--- config.mk ---
export PLATFORM = sky130hd
export DESIGN_NAME = rwa_sum_unit
export DESIGN_NICKNAME = d
export VERILOG_FILES = /design/src/design/rwa_pkg.sv /design/src/design/rwa_sum_unit.sv
export SDC_FILE = /design/constraint.sdc
export NUM_CORES = 1
export LEC_CHECK = 0
export ABC_AREA = 1
export BUFFER_PORTS_ARGS = -buffer_cell sky130_fd_sc_hd__buf_2
export CAP_MARGIN = 20
export CORE_MARGIN = 4
export CORE_UTILIZATION = 29
export CTS_CLUSTER_SIZE = 40
export DETAILED_ROUTE_END_ITERATION = 8
export GPL_TIMING_DRIVEN = 0
export PLACE_DENSITY = 0.53
export SYNTH_ARGS = -nofsm -noshare
export SYNTH_HDL_FRONTEND = slang
export SYNTH_SLANG_ARGS = --single-unit
--- constraint.sdc ---
create_clock -name clk -period 21.9 [get_ports clk]
set_input_delay 2.19 -clock clk [delete_from_list [all_inputs] [get_ports clk]]
set_output_delay 2.19 -clock clk [all_outputs]
set_load 0.01 [all_outputs]
--- src/design/rwa_pkg.sv ---
// types and constants of the rolling window adler-32 block
package rwa_pkg;

    localparam int BYTE_W = 8;
    localparam int LEN_W  = 13;
    localparam int SUM_W  = 16;
    localparam int PROD_W = BYTE_W + LEN_W;

    localparam logic [SUM_W:0]   ADLER_MOD = 17'd65521;
    localparam logic [LEN_W-1:0] LEN_RESET = 13'd1024;
    localparam logic [SUM_W-1:0] A_RESET   = 16'd1;
    localparam logic [SUM_W-1:0] B_RESET   = 16'd0;

    // one item as seen by the sum update stage
    typedef struct packed {
        logic              restart;
        logic              roll;
        logic [BYTE_W-1:0] data_in;
        logic [BYTE_W-1:0] data_out;
        logic [SUM_W-1:0]  term;
    } upd_t;

endpackage

--- src/design/rwa_sum_unit.sv ---
// modular a/b sum registers and their per-item update
module rwa_sum_unit
(
    input  logic                      clk,
    input  logic                      rst_n,
    input  logic                      upd_en,
    input  rwa_pkg::upd_t             upd,
    output logic [rwa_pkg::SUM_W-1:0] a_next,
    output logic [rwa_pkg::SUM_W-1:0] b_next
);

    logic [rwa_pkg::SUM_W-1:0] sum_a_reg;
    logic [rwa_pkg::SUM_W-1:0] sum_b_reg;

    logic [rwa_pkg::SUM_W-1:0] a0;
    logic [rwa_pkg::SUM_W-1:0] b0;
    logic [17:0]               ta;
    logic [17:0]               tb;
    logic [17:0]               mod18;

    assign mod18 = 18'(rwa_pkg::ADLER_MOD);

    always_comb
    begin
        a0 = upd.restart ? rwa_pkg::A_RESET : sum_a_reg;
        b0 = upd.restart ? rwa_pkg::B_RESET : sum_b_reg;
        if (upd.roll)
        begin
            // a - out + in lies in [-255, 2M); one correction either way
            ta = 18'(a0) + 18'(upd.data_in) - 18'(upd.data_out);
            if (ta[17])
                ta = ta + mod18;
            else if (ta >= mod18)
                ta = ta - mod18;
            a_next = ta[rwa_pkg::SUM_W-1:0];
            // b - term + a_new - 1 lies in [-M, 2M)
            tb = 18'(b0) - 18'(upd.term) + 18'(a_next) - 18'd1;
            if (tb[17])
                tb = tb + mod18;
            else if (tb >= mod18)
                tb = tb - mod18;
            b_next = tb[rwa_pkg::SUM_W-1:0];
        end
        else
        begin
            ta = 18'(a0) + 18'(upd.data_in);
            if (ta >= mod18)
                ta = ta - mod18;
            a_next = ta[rwa_pkg::SUM_W-1:0];
            tb = 18'(b0) + 18'(a_next);
            if (tb >= mod18)
                tb = tb - mod18;
            b_next = tb[rwa_pkg::SUM_W-1:0];
        end
    end

    always_ff @(posedge clk or negedge rst_n)
    begin
        if (!rst_n)
        begin
            sum_a_reg <= rwa_pkg::A_RESET;
            sum_b_reg <= rwa_pkg::B_RESET;
        end
        else if (upd_en)
        begin
            sum_a_reg <= a_next;
            sum_b_reg <= b_next;
        end
    end

endmodule

==> metrics <==
flop2flop setup slack 14.04 ns; CTS tree done; # hold bufs at CTS 0; share of layout cells above drive strength 1 0.0907; Synth Register Bits 32; DIE AREA 33600 µm²; Post-layout nets 1809; Synth cell types 50; period utilisation layout 0.566; Post-Syn Instances 1604; clk_lat worst skew 0.29 ns; Top FF cell, synth dfrtp_1; Clock Path Buffers 2; TNS Setup 0 ns; CP endpoint kind output port; CTS sink cnt 32; Fin. Hold Viols 0; DIE WIDTH 183 µm; Detailed Place HPWL 27.7 mm; Synth async-reset ratio 1.00; Critical Path AT 10.21 ns; worst slew pin tran 0.846 ns; Antenna Cells 0; Post-CTS Setup Bufs 0; status finished clean; crit path time final 12.40 ns; DR vias 10280; worst hold slack 0.483 ns; DRT iter0 DRCs 612; CP Data Required Time 19.71 ns; hold crit path type register to register; RSZ-0062 raised after global routing no; Num CTS Buffers 5; area occupied by multi-input gates 6920 µm²; GRT Util Overall 0.190; IO Port Bufs 65; GR Overflow Total 0; H-tree levels 2; fillers 3439; PostCTS Resize Cnt 0; Layout Skew 0.0104 ns; RePlAce Congestion 0.916; drt wl/cell 15.7 µm; CP peak stage delay 0.53 ns; Startpoint Class primary input; Starting Density 0.297; core area 30000 µm²; Achievable Freq 0.0807 GHz; Mapped Avg Cell Area 5.55 µm²; CP max FO 10; largest cells by area after synthesis nand2_1, ha_1, inv_1; Slew HR 0.430; WL final 32.5 mm; Die H 183 µm; vias per cell 4.98; synth-to-layout area growth 10.8%; synth cell count leaders nand2_1, inv_1, nand3_1; first-pass GRT wire length 51.4 mm; Setup Crit Path Kind primary input to output port; Root Driver clkbuf_16; YS warnings 0; Mapped Nets 1737; Synth top area share 0.227; vias in the first global route 9782; Post-synth EDFFs 0; count leader, synth nand2_1; Worst path slowest cell clkbuf_1; most used cell along the critical path nand2_1; synthesized cell area 8910 µm²; standard-cell rows 63; ANT nets after route 0; register area 802 µm²; Synth area leader nand2_1; pin count of the biggest net entering global routing 33; first-pass iteration count of the detailed router 6; CTS clock-pin slew for the worst setup and hold paths 0.05 ns; register area share after synthesis 0.0900; pins over their slew limit 0; # setup viols final 0; max_cap viols 0; initial antenna violation count 1; Ports 69; DRC violations left 0
==> per-stage QoR <==
stage	std cells	setup slack, ns	util	instance area [µm²]
4_1_cts	2066	9.56	0.330	9870
2_1_floorplan	1604	11.45	-	8910
5_1_grt	2066	8.76	0.330	9870
6_report	2066	9.50	0.330	9870
3_3_place_gp	2059	9.52	0.325	9720
3_5_place_dp	2059	9.61	0.325	9720
==> layer usage <==
| metal | share of wire | global-route usage | vias up |
|---|---|---|---|
| li1 | - | - | 5269 |
| met1 | 0.47 | 0.260 | 4686 |
| met2 | 0.45 | 0.315 | 265 |
| met3 | 0.045 | 0.0151 | 58 |
| met4 | 0.038 | 0.0685 | 2 |
| met5 | 0.00062 | 0 | - |
==> critical path: cells and delay by family <==
kind            cells  cell delay, ns
buf+inv            12            1.91
xor+xnor            2            0.71
compound gates      5            0.90
fa+ha+maj           5            1.65
simple gates       24            2.83
==> layout by cell type (no fill, tap or decap), drive strengths merged, types with 43 or more instances in the layout <==
cell	synthesis	layout
nand3	179	179
nand4	56	56
nor2	132	132
o21ai	47	47
a21oi	59	59
xor2	43	43
nand2	563	563
ha	91	91
buf	16	81
inv	275	275
==> worst paths after layout <==
check,start,endpoint,cells past startpoint
max,upd[33],b_next[1],48
min,sum_b_reg[2],sum_b_reg[2],2
max reg2reg,sum_a_reg[0],sum_b_reg[1],47
min reg2reg,sum_b_reg[2],sum_b_reg[2],2
max in group asynchronous,rst_n,sum_a_reg[11],1
min in group asynchronous,rst_n,sum_b_reg[10],1
==> cell type report <==
class | instances | area share
multi-input combinational | 1269 | 0.700
inverter | 275 | 0.105
sequential | 32 | 0.0812
tap | 390 | 0.0494
timing repair buffer | 65 | 0.0329
buffer | 28 | 0.0157
clock buffer | 7 | 0.0155
==> cells by family after synthesis <==
logic type | share of synthesized area
compound gates | 0.0806
fa+ha+maj | 0.139
simple gates | 0.491
xor+xnor | 0.0662
flops | 0.0900
buf+inv | 0.134
Power is not shown: default switching activity piles up to over one toggle a cycle in this logic, so the estimate is an artifact.
